$ cat src/tachometer_moving_sum_stop_detect_assert.svh
// Assertion macros for the tachometer block.
// Included by the top level; no other dependencies.
`ifndef TACHOMETER_MOVING_SUM_STOP_DETECT_ASSERT_SVH
`define TACHOMETER_MOVING_SUM_STOP_DETECT_ASSERT_SVH

// same-cycle implication
`define TMSSD_ASSERT_NOW(lbl, clk, rst_n, ante, cons, msg) \
  lbl: assert property (@(posedge clk) disable iff (!rst_n) (ante) |-> (cons)) \
    else $error(msg);

// next-cycle implication
`define TMSSD_ASSERT_NEXT(lbl, clk, rst_n, ante, cons, msg) \
  lbl: assert property (@(posedge clk) disable iff (!rst_n) (ante) |=> (cons)) \
    else $error(msg);

`endif

$ cat src/tmssd_pkg.sv
// Shared types, codes and constants for the tachometer block.
// No dependencies.
`timescale 1ns / 1ps
package tmssd_pkg;

  localparam int OP_W     = 2;
  localparam int COUNT_W  = 16;
  localparam int SPEED_W  = 8;
  localparam int DIST_W   = 16;
  localparam int METERS_W = 13;
  localparam int TREND_W  = 2;

  localparam logic [SPEED_W-1:0] SPEED_CAP = 8'd255;

  // distance / 14 as (d * ceil(2^20 / 14)) >> 20, exact for 16-bit d
  localparam logic [32:0] DIV14_MUL = 33'd74899;
  localparam int          DIV14_SH  = 20;

  localparam logic [TREND_W-1:0] TREND_STEADY = 2'd0;
  localparam logic [TREND_W-1:0] TREND_UP     = 2'd1;
  localparam logic [TREND_W-1:0] TREND_DOWN   = 2'd2;

  typedef enum logic [OP_W-1:0] {
    OP_SAMPLE     = 2'd0,
    OP_UPDATE     = 2'd1,
    OP_CLEAR_ALL  = 2'd2,
    OP_CLEAR_DIST = 2'd3
  } op_t;

  typedef enum logic [2:0] {
    ST_IDLE,
    ST_EXEC,
    ST_SUM,
    ST_TREND,
    ST_THR,
    ST_OUT
  } state_t;

  typedef enum logic [1:0] {
    ALU_ADD,
    ALU_ADD_SAT,
    ALU_CMP
  } alu_op_t;

  typedef struct packed {
    logic    take;
    logic    exec;
    logic    sum;
    logic    sum_first;
    logic    trend;
    logic    thr;
    logic    load_out;
    alu_op_t alu_op;
    op_t     op;
  } ctrl_t;

  function automatic logic [METERS_W-1:0] div14(input logic [DIST_W-1:0] d);
    logic [32:0] p;
    p = 33'(d) * DIV14_MUL;
    return p[DIV14_SH + METERS_W - 1:DIV14_SH];
  endfunction

endpackage

$ cat src/tmssd_if.sv
// Valid/ready channel interfaces: input items, results and threshold writes.
// Depends on tmssd_pkg.
`timescale 1ns / 1ps
interface tmssd_in_if;
  import tmssd_pkg::*;
  logic                 valid;
  logic                 ready;
  logic [OP_W-1:0]      operation;
  logic [COUNT_W-1:0]   pulse_count;
  modport source (output valid, operation, pulse_count, input ready);
  modport sink   (input valid, operation, pulse_count, output ready);
endinterface

interface tmssd_out_if;
  import tmssd_pkg::*;
  logic                 valid;
  logic                 ready;
  logic [SPEED_W-1:0]   speed;
  logic [DIST_W-1:0]    distance;
  logic [METERS_W-1:0]  distance_meters;
  logic [TREND_W-1:0]   trend;
  logic                 is_running;
  logic                 stop_latched;
  modport source (output valid, speed, distance, distance_meters, trend, is_running,
                  stop_latched, input ready);
  modport sink   (input valid, speed, distance, distance_meters, trend, is_running,
                  stop_latched, output ready);
endinterface

interface tmssd_cfg_if;
  import tmssd_pkg::*;
  logic               valid;
  logic               ready;
  logic [SPEED_W-1:0] data;
  modport source (output valid, data, input ready);
  modport sink   (input valid, data, output ready);
endinterface

$ cat src/tmssd_alu.sv
// Shared arithmetic unit: wrapping add, add saturating at the speed cap, compare.
// Depends on tmssd_pkg.
`timescale 1ns / 1ps
module tmssd_alu (
  input  tmssd_pkg::alu_op_t              op,
  input  logic [tmssd_pkg::COUNT_W-1:0]   a,
  input  logic [tmssd_pkg::COUNT_W-1:0]   b,
  output logic [tmssd_pkg::COUNT_W-1:0]   y,
  output logic                            gt,
  output logic                            lt
);
  import tmssd_pkg::*;

  logic [COUNT_W:0] s;

  assign s  = {1'b0, a} + {1'b0, b};
  assign gt = (a > b);
  assign lt = (a < b);

  always_comb begin
    case (op)
      ALU_ADD:     y = s[COUNT_W-1:0];
      ALU_ADD_SAT: y = (s > {{(COUNT_W+1-SPEED_W){1'b0}}, SPEED_CAP}) ?
                       {{(COUNT_W-SPEED_W){1'b0}}, SPEED_CAP} : s[COUNT_W-1:0];
      default:     y = a;
    endcase
  end
endmodule

$ cat src/tmssd_seq.sv
// Sequencer: walks one transaction through execute (sample, clear) or ring sum,
// trend and threshold (update), then the result step. Depends on tmssd_pkg.
`timescale 1ns / 1ps
module tmssd_seq #(
  parameter int AVG_DEPTH = 4
) (
  input  logic                                  clk,
  input  logic                                  rst_n,
  input  logic                                  in_fire,
  input  tmssd_pkg::op_t                        in_op,
  input  logic                                  out_free,
  output tmssd_pkg::ctrl_t                      ctrl,
  output logic [((AVG_DEPTH > 1) ? $clog2(AVG_DEPTH) : 1)-1:0] idx
);
  import tmssd_pkg::*;

  localparam int PW = (AVG_DEPTH > 1) ? $clog2(AVG_DEPTH) : 1;
  localparam logic [PW-1:0] LAST = PW'(AVG_DEPTH - 1);

  state_t        state_r, state_nxt;
  logic [PW-1:0] cnt_r, cnt_nxt;
  op_t           op_r, op_nxt;

  always_ff @(posedge clk) begin
    if (!rst_n) begin
      state_r <= ST_IDLE;
      cnt_r   <= '0;
      op_r    <= OP_SAMPLE;
    end else begin
      state_r <= state_nxt;
      cnt_r   <= cnt_nxt;
      op_r    <= op_nxt;
    end
  end

  always_comb begin
    state_nxt = state_r;
    cnt_nxt   = cnt_r;
    op_nxt    = op_r;
    case (state_r)
      ST_IDLE: begin
        if (in_fire) begin
          op_nxt    = in_op;
          cnt_nxt   = '0;
          state_nxt = (in_op == OP_UPDATE) ? ST_SUM : ST_EXEC;
        end
      end
      ST_EXEC: state_nxt = ST_OUT;
      ST_SUM: begin
        if (cnt_r == LAST) begin
          state_nxt = ST_TREND;
        end else begin
          cnt_nxt = cnt_r + PW'(1);
        end
      end
      ST_TREND: state_nxt = ST_THR;
      ST_THR:   state_nxt = ST_OUT;
      ST_OUT: begin
        if (out_free) begin
          state_nxt = ST_IDLE;
        end
      end
      default: state_nxt = ST_IDLE;
    endcase
  end

  always_comb begin
    ctrl           = '0;
    ctrl.op        = op_r;
    ctrl.alu_op    = ALU_ADD;
    case (state_r)
      ST_IDLE: ctrl.take = 1'b1;
      ST_EXEC: begin
        ctrl.exec   = 1'b1;
        ctrl.alu_op = ALU_ADD;
      end
      ST_SUM: begin
        ctrl.sum       = 1'b1;
        ctrl.sum_first = (cnt_r == '0);
        ctrl.alu_op    = ALU_ADD_SAT;
      end
      ST_TREND: begin
        ctrl.trend  = 1'b1;
        ctrl.alu_op = ALU_CMP;
      end
      ST_THR: begin
        ctrl.thr    = 1'b1;
        ctrl.alu_op = ALU_CMP;
      end
      ST_OUT: ctrl.load_out = out_free;
      default: ctrl.take = 1'b0;
    endcase
  end

  assign idx = cnt_r;
endmodule

$ cat src/tachometer_moving_sum_stop_detect.sv
// Pulse-count tachometer with moving-sum speed, distance and stop detection.
// Usage:
//   in_ch  : valid/ready input, one transaction carries operation and pulse_count
//            (sample, update speed, clear all, clear distance).
//   out_ch : valid/ready result, one per input transaction, showing speed,
//            distance, distance / 14, trend and the running/stopped flags.
//   cfg_ch : valid/ready write of stop_threshold, always ready; write when idle.
// From accept to result valid: sample and clear transactions pass the execute
// step; an update sums the ring one entry per cycle through the shared adder,
// then does the trend and threshold compares. A new transaction is taken only
// after the last one has loaded its result; in_ch.ready is high only while the
// sequencer is idle.
// The result sits in an output register; a new transaction is accepted while
// it waits, but the sequencer holds its result step until out_ch is free, so a
// stalled receiver stalls the block without loss.
// Reset (rst_n low, synchronous) clears the ring, pointer, distance, speed,
// trend, flags and threshold, and drops out_ch.valid.
// Depends on tmssd_pkg, tmssd_if, tmssd_alu, tmssd_seq and the assertion header.
`timescale 1ns / 1ps
`include "tachometer_moving_sum_stop_detect_assert.svh"
module tachometer_moving_sum_stop_detect #(
  parameter int AVG_DEPTH = 4
) (
  input  logic        clk,
  input  logic        rst_n,
  tmssd_in_if.sink    in_ch,
  tmssd_out_if.source out_ch,
  tmssd_cfg_if.sink   cfg_ch
);
  import tmssd_pkg::*;

  localparam int PW = (AVG_DEPTH > 1) ? $clog2(AVG_DEPTH) : 1;
  localparam logic [PW-1:0] LAST = PW'(AVG_DEPTH - 1);

  ctrl_t               ctrl;
  logic [PW-1:0]       idx;
  logic                in_fire;
  logic                out_free;

  logic [COUNT_W-1:0]  ring_r [AVG_DEPTH];
  logic [PW-1:0]       ptr_r;
  logic [PW-1:0]       ptr_inc;
  logic [COUNT_W-1:0]  pulse_r;
  logic [DIST_W-1:0]   dist_r;
  logic [SPEED_W-1:0]  acc_r;
  logic [SPEED_W-1:0]  speed_r;
  logic [TREND_W-1:0]  trend_r;
  logic                run_r;
  logic                stop_r;
  logic [SPEED_W-1:0]  thr_r;

  logic                out_valid_r;
  logic [SPEED_W-1:0]  o_speed_r;
  logic [DIST_W-1:0]   o_dist_r;
  logic [METERS_W-1:0] o_meters_r;
  logic [TREND_W-1:0]  o_trend_r;
  logic                o_run_r;
  logic                o_stop_r;

  logic [COUNT_W-1:0]  alu_a;
  logic [COUNT_W-1:0]  alu_b;
  logic [COUNT_W-1:0]  alu_y;
  logic                alu_gt;
  logic                alu_lt;

  assign in_fire      = in_ch.valid && in_ch.ready;
  assign in_ch.ready  = ctrl.take;
  assign cfg_ch.ready = 1'b1;
  assign out_free     = !out_valid_r || out_ch.ready;
  assign ptr_inc      = (ptr_r == LAST) ? '0 : ptr_r + PW'(1);

  tmssd_seq #(.AVG_DEPTH(AVG_DEPTH)) u_seq (
    .clk      (clk),
    .rst_n    (rst_n),
    .in_fire  (in_fire),
    .in_op    (op_t'(in_ch.operation)),
    .out_free (out_free),
    .ctrl     (ctrl),
    .idx      (idx)
  );

  always_comb begin
    alu_a = dist_r;
    alu_b = pulse_r;
    if (ctrl.sum) begin
      alu_a = ctrl.sum_first ? '0 : {{(COUNT_W-SPEED_W){1'b0}}, acc_r};
      alu_b = ring_r[idx];
    end else if (ctrl.trend) begin
      alu_a = {{(COUNT_W-SPEED_W){1'b0}}, acc_r};
      alu_b = {{(COUNT_W-SPEED_W){1'b0}}, speed_r};
    end else if (ctrl.thr) begin
      alu_a = {{(COUNT_W-SPEED_W){1'b0}}, speed_r};
      alu_b = {{(COUNT_W-SPEED_W){1'b0}}, thr_r};
    end
  end

  tmssd_alu u_alu (
    .op (ctrl.alu_op),
    .a  (alu_a),
    .b  (alu_b),
    .y  (alu_y),
    .gt (alu_gt),
    .lt (alu_lt)
  );

  always_ff @(posedge clk) begin
    if (in_fire) begin
      pulse_r <= in_ch.pulse_count;
    end
    if (ctrl.sum) begin
      acc_r <= alu_y[SPEED_W-1:0];
    end
  end

  always_ff @(posedge clk) begin
    if (!rst_n) begin
      for (int i = 0; i < AVG_DEPTH; i++) begin
        ring_r[i] <= '0;
      end
      ptr_r   <= '0;
      dist_r  <= '0;
      speed_r <= '0;
      trend_r <= TREND_STEADY;
      run_r   <= 1'b0;
      stop_r  <= 1'b0;
      thr_r   <= '0;
    end else begin
      if (cfg_ch.valid && cfg_ch.ready) begin
        thr_r <= cfg_ch.data;
      end
      if (ctrl.exec) begin
        case (ctrl.op)
          OP_SAMPLE: begin
            ptr_r           <= ptr_inc;
            ring_r[ptr_inc] <= pulse_r;
            dist_r          <= alu_y;
          end
          OP_CLEAR_ALL: begin
            for (int i = 0; i < AVG_DEPTH; i++) begin
              ring_r[i] <= '0;
            end
            ptr_r   <= '0;
            dist_r  <= '0;
            speed_r <= '0;
            trend_r <= TREND_STEADY;
            run_r   <= 1'b0;
            stop_r  <= 1'b0;
          end
          default: dist_r <= '0;
        endcase
      end
      if (ctrl.trend) begin
        speed_r <= acc_r;
        trend_r <= alu_gt ? TREND_UP : (alu_lt ? TREND_DOWN : TREND_STEADY);
      end
      if (ctrl.thr) begin
        if (!run_r) begin
          if (alu_gt) begin
            run_r <= 1'b1;
          end
        end else if (!alu_gt) begin
          stop_r <= 1'b1;
        end
      end
    end
  end

  always_ff @(posedge clk) begin
    if (!rst_n) begin
      out_valid_r <= 1'b0;
    end else if (ctrl.load_out) begin
      out_valid_r <= 1'b1;
    end else if (out_ch.ready) begin
      out_valid_r <= 1'b0;
    end
  end

  always_ff @(posedge clk) begin
    if (ctrl.load_out) begin
      o_speed_r  <= speed_r;
      o_dist_r   <= dist_r;
      o_meters_r <= div14(dist_r);
      o_trend_r  <= trend_r;
      o_run_r    <= run_r;
      o_stop_r   <= stop_r;
    end
  end

  assign out_ch.valid           = out_valid_r;
  assign out_ch.speed           = o_speed_r;
  assign out_ch.distance        = o_dist_r;
  assign out_ch.distance_meters = o_meters_r;
  assign out_ch.trend           = o_trend_r;
  assign out_ch.is_running      = o_run_r;
  assign out_ch.stop_latched    = o_stop_r;

  `TMSSD_ASSERT_NEXT(a_busy_after_accept, clk, rst_n, in_fire, !in_ch.ready, "accepted while busy")
  `TMSSD_ASSERT_NEXT(a_result_loaded, clk, rst_n, ctrl.load_out, out_ch.valid, "result not presented")
  `TMSSD_ASSERT_NOW(a_stop_needs_run, clk, rst_n, stop_r, run_r, "stopped without running")
endmodule
$ cat src/flat_wrapper.sv
// flat-port wrapper written by rule: the top's interface ports become plain ports
module tachometer_moving_sum_stop_detect_flat import tmssd_pkg::*;
#(
  parameter int AVG_DEPTH = 4
)
  (clk, rst_n, in_ch_valid, in_ch_operation, in_ch_pulse_count, in_ch_ready, out_ch_valid, out_ch_speed, out_ch_distance, out_ch_distance_meters, out_ch_trend, out_ch_is_running, out_ch_stop_latched, out_ch_ready, cfg_ch_valid, cfg_ch_data, cfg_ch_ready);
  tmssd_in_if in_ch_i ();
  tmssd_out_if out_ch_i ();
  tmssd_cfg_if cfg_ch_i ();
  input  logic clk;
  input  logic rst_n;
  input wire logic [$bits(in_ch_i.valid)-1:0] in_ch_valid;
  input wire logic [$bits(in_ch_i.operation)-1:0] in_ch_operation;
  input wire logic [$bits(in_ch_i.pulse_count)-1:0] in_ch_pulse_count;
  output wire logic [$bits(in_ch_i.ready)-1:0] in_ch_ready;
  output wire logic [$bits(out_ch_i.valid)-1:0] out_ch_valid;
  output wire logic [$bits(out_ch_i.speed)-1:0] out_ch_speed;
  output wire logic [$bits(out_ch_i.distance)-1:0] out_ch_distance;
  output wire logic [$bits(out_ch_i.distance_meters)-1:0] out_ch_distance_meters;
  output wire logic [$bits(out_ch_i.trend)-1:0] out_ch_trend;
  output wire logic [$bits(out_ch_i.is_running)-1:0] out_ch_is_running;
  output wire logic [$bits(out_ch_i.stop_latched)-1:0] out_ch_stop_latched;
  input wire logic [$bits(out_ch_i.ready)-1:0] out_ch_ready;
  input wire logic [$bits(cfg_ch_i.valid)-1:0] cfg_ch_valid;
  input wire logic [$bits(cfg_ch_i.data)-1:0] cfg_ch_data;
  output wire logic [$bits(cfg_ch_i.ready)-1:0] cfg_ch_ready;
  assign in_ch_i.valid = in_ch_valid;
  assign in_ch_i.operation = in_ch_operation;
  assign in_ch_i.pulse_count = in_ch_pulse_count;
  assign in_ch_ready = in_ch_i.ready;
  assign out_ch_valid = out_ch_i.valid;
  assign out_ch_speed = out_ch_i.speed;
  assign out_ch_distance = out_ch_i.distance;
  assign out_ch_distance_meters = out_ch_i.distance_meters;
  assign out_ch_trend = out_ch_i.trend;
  assign out_ch_is_running = out_ch_i.is_running;
  assign out_ch_stop_latched = out_ch_i.stop_latched;
  assign out_ch_i.ready = out_ch_ready;
  assign cfg_ch_i.valid = cfg_ch_valid;
  assign cfg_ch_i.data = cfg_ch_data;
  assign cfg_ch_ready = cfg_ch_i.ready;
  tachometer_moving_sum_stop_detect #(.AVG_DEPTH(AVG_DEPTH)) u_core (.clk(clk), .rst_n(rst_n), .in_ch(in_ch_i), .out_ch(out_ch_i), .cfg_ch(cfg_ch_i));
endmodule
$ cat config.mk
export PLATFORM = sky130hd
export DESIGN_NAME = tachometer_moving_sum_stop_detect_flat
export DESIGN_NICKNAME = d
export VERILOG_FILES = /design/src/tmssd_pkg.sv /design/src/tmssd_if.sv /design/src/tmssd_alu.sv /design/src/tmssd_seq.sv /design/src/tachometer_moving_sum_stop_detect.sv /design/src/flat_wrapper.sv
export VERILOG_INCLUDE_DIRS = /design/src /design/src/src
export SDC_FILE = /design/constraint.sdc
export NUM_CORES = 1
export LEC_CHECK = 0
export ABC_AREA = 0
export BUFFER_PORTS_ARGS = -buffer_cell sky130_fd_sc_hd__buf_2
export CORE_ASPECT_RATIO = 0.7
export CORE_MARGIN = 10
export CORE_UTILIZATION = 62
export DETAILED_ROUTE_END_ITERATION = 8
export PLACE_DENSITY_LB_ADDON = 0.05
export SLEW_MARGIN = 15
export SYNTH_ARGS = -nofsm -noshare
export SYNTH_HDL_FRONTEND = slang
export SYNTH_SLANG_ARGS = --single-unit
$ cat constraint.sdc
create_clock -name clk -period 6.65 [get_ports clk]
set_input_delay 0.3325 -clock clk [delete_from_list [all_inputs] [get_ports clk]]
set_output_delay 0.3325 -clock clk [all_outputs]
set_load 0.01 [all_outputs]
==> metrics.txt <==
status=finished clean; relative slew slack=32.3%; DIE AREA=between 0.02 and 0.025 mm^2; Mapped Area=0.0118 mm^2; Hold Path Class=input port to flop; Setup Total Neg Slack=0 ps; first-pass GRT wire length=around 44000 um; period utilization=roughly nine tenths; Clock Latency Late Sink=between 400 and 500 ps; mux contribution to synthesized area=5.27%; CP endpoint kind=flop; CP max-delay cell=fa_1; worst slew pin tran=between 1000 and 1500 ps; VDD IR-drop max=between 0.1 and 0.15 mV; Port Buffers=73; First-pass DRT Iterations=5; post-synthesis cell count=~1100; asr flop ratio synth=0%; cell area after layout=0.0130 mm^2; clk_skew=around 15 ps; EDFF count, synth=129; Synth Area in Adders=24.6%; fmax=around 170 MHz; syn avg cell area=around 11 um^2; Clock Pin Slew Worst Setup and Hold Paths=80 ps; gpl congestion=~0.93; starting density of the core=between 60% and 70%; unrepaired setup endpoints after global routing=no; largest family of logic cells by synthesized area=adder cells; Routed Antenna Nets=0; # DRC=0; fill cell count=approximately 1400; Total GRT Usage=about 23%; final WL=27700 um; crit-path max FO=7; count of cell types in the netlist=67; initial antenna violation count=0; CP dominant cell by count=fa_1; CTS tree=built; number of clock sinks=between 150 and 200; nets@finish=around 1400; global route overflow=0; startpoint class of the critical path=flop; Leakage=approximately 0.0063 uW; H-tree depth=4; flop2flop setup slack=780 ps; Initial DRC Count=~730; clock root buffer=clkbuf_16; Synth Area in Simple Gates=11.5%; Wirelength per Cell=between 15 and 20 um; CTS hold repair buffers=0; Final Hold Fails=0; Power Dens Cells=~260 mW/mm^2; data arrival time of the critical path=6060 ps; Synth warnings=0; met2 Track Usage GR=roughly a third; cts repair resizes=0; Layout area overhead=10.1%; Compound-Gate Fraction of Synth Area=between 10 and 15%; layout cells sized above 1=12.9%; Global Route met1 Usage=34.6%; Inserted Diodes=0; worst-path cell chain=inv_1, ha_1, fa_1, inv_1, fa_1, inv_1, fa_1, fa_1, inv_1, fa_1, ha_1, a221o_1, a2111oi_4, a211oi_2, a221oi_4, o31ai_2, o41a_1, a21oi_2, xnor2_1; Rows=42; DR vias=between 8000 and 9000; max-slew violations=0; Mapped Nets=roughly 1300; total CTS buffers=17; prevailing post-synth register cell=edfxtp_1; Critical Path RT=6840 ps; Cell Area, Placed=0.0124 mm^2; post-synthesis register bit count=between 150 and 200; die width=about 180 um; Seq/Total Area, Yosys=roughly two fifths; largest net degree at the start of global routing=45; area of the core=0.0188 mm^2; xor and xnor fraction of the mapped netlist area=about 1.7%; vias in the first global route=between 7000 and 8000; GRT Max-Usage Layer=met1; # setup viols final=0; met3 Use GR=under 10%; Tmin final=a little under 6000 ps; Largest stage delay, worst path=between 500 and 600 ps; I/O Pins=75; via density per instance=between 5 and 6; DP HPWL=just over 20000 um; postcts setup bufs=0; Max-Cap Viols=0; WS Path Type=flop to flop; Bufs on Longest Clock Path=2; die height=135 um
[per-stage QoR]
step	std cells	util [%]	worst slack, ps	total power [uW]	hold slack (ps)
global route	1389	69.1	474	3610	45.6
floorplan	1071	-	1120	2130	400
global placement	1357	66.0	868	2390	407
detailed placement	1357	66.0	766	2430	422
CTS	1389	69.1	756	3400	55.5
finish	1389	69.1	781	3390	61.5
[Yosys cell counts (3+ instances only)]
library cell | instances | area (um^2)
a21o_1 | 6 | 45.0
nor2b_1 | 9 | 56.3
a22o_1 | 4 | 35.0
o31ai_1 | 3 | 22.5
buf_1 | 9 | 33.8
xnor2_1 | 19 | 166
o21a_1 | 11 | 82.6
xor2_1 | 4 | 35.0
o21ai_0 | 41 | 205
clkbuf_1 | 32 | 120
a22oi_1 | 17 | 128
ha_1 | 158 | 1980
nand2b_1 | 11 | 68.8
a221o_1 | 4 | 40.0
nor4_1 | 6 | 37.5
mux2i_1 | 26 | 260
fa_1 | 46 | 921
a221oi_1 | 6 | 52.6
nand3_1 | 4 | 20.0
nand4_1 | 3 | 18.8
or3_1 | 3 | 18.8
a31oi_1 | 4 | 25.0
a21oi_1 | 40 | 200
and2_1 | 4 | 25.0
a211oi_1 | 9 | 67.6
nor3_1 | 9 | 45.0
dfxtp_1 | 48 | 961
nor2_1 | 71 | 267
nor4b_1 | 3 | 26.3
mux4_2 | 16 | 360
and3_1 | 70 | 438
nand2_1 | 75 | 282
edfxtp_1 | 129 | 3870
o21bai_1 | 4 | 30.0
inv_1 | 130 | 488
[flip-flops by register name, indices dropped and copies added (netlist names), named ones only]
register	flops
u_core.out_ch.distance	16
u_core.out_ch.distance_meters	13
u_core.ring_r	64
u_core.speed_r	8
u_core.u_seq.idx	2
u_core.out_ch.speed	8
u_core.dist_r	16
u_core.thr_r	8
u_core.u_seq.state_r	3
u_core.out_ch.is_running	1
u_core.out_ch.stop_latched	1
u_core.out_ch.valid	1
u_core.ptr_r	2
u_core.trend_r	2
u_core.pulse_r	16
u_core.run_r	1
u_core.u_seq.op_r	2
u_core.stop_r	1
u_core.out_ch.trend	2
u_core.acc_r	8
[cells in the final DEF (no fill, tap or decap), types with 3 or more instances in the layout]
cell type	count
ha_1	158
inv_1	130
edfxtp_1	129
nand2_1	75
buf_2	73
nor2_1	70
and3_1	70
dfxtp_1	48
fa_1	46
o21ai_0	41
a21oi_1	40
mux2i_1	26
xnor2_1	19
a22oi_1	17
clkbuf_16	17
mux4_2	16
buf_4	14
o21a_1	11
nand2b_1	11
nor2b_1	9
a211oi_1	9
nor3_1	8
a221oi_1	6
a21o_1	6
nor4_1	6
and2_1	4
a22o_1	4
a221o_1	4
nand3_1	4
o21bai_1	4
a31oi_1	4
xor2_1	4
inv_6	4
clkinv_4	4
nand4_1	3
o31ai_1	3
nor4b_1	3
or3_1	3
inv_8	3
[critical path, delay by kind of cell (launching register included)]
kind	cells	cell delay (ps)
fa+ha+maj	7	2880
compound gates	7	1950
flops	1	460
buf+inv	4	280
xor+xnor	1	70
[final timing paths]
| path | startpoint | end | cells past startpoint |
|---|---|---|---|
| setup reg to reg | u_core.dist_r[14] | u_core.out_ch.distance_meters[12] | 19 |
| setup / recovery | u_core.dist_r[14] | u_core.out_ch.distance_meters[12] | 19 |
| hold / removal | in_ch_pulse_count[10] | u_core.pulse_r[10] | 1 |
| hold reg to reg | u_core.trend_r[0] | u_core.out_ch.trend[0] | 0 |
[report_power, final]
group	internal, uW	switching [uW]
sequential	1270	72.0
clock	500	482
combinational	422	643
[cell families after synthesis]
group           after synthesis
fa+ha+maj                   204
buf+inv                     174
compound gates              175
xor+xnor                     23
mux                          42
other cells                   1
simple gates                275
flops                       177
[routing by layer]
metal	wire length [um]	up-vias	part of all wire, %
li1	-	3920	-
met1	13600	3978	49
met2	11600	335	42
met3	2230	28	8.0
met4	252	0	0.91
met5	0	-	0
[cell type report]
class | instances | area [um^2] | area share, %
multi-input combinational | 720 | 6290 | 48.5
sequential | 177 | 4830 | 37.3
inverter | 131 | 492 | 3.79
timing repair buffer | 87 | 470 | 3.63
clock buffer | 18 | 429 | 3.31
tap | 242 | 303 | 2.34
clock inverter | 14 | 144 | 1.11
Note: power is estimated with default switching activity, not from simulation.
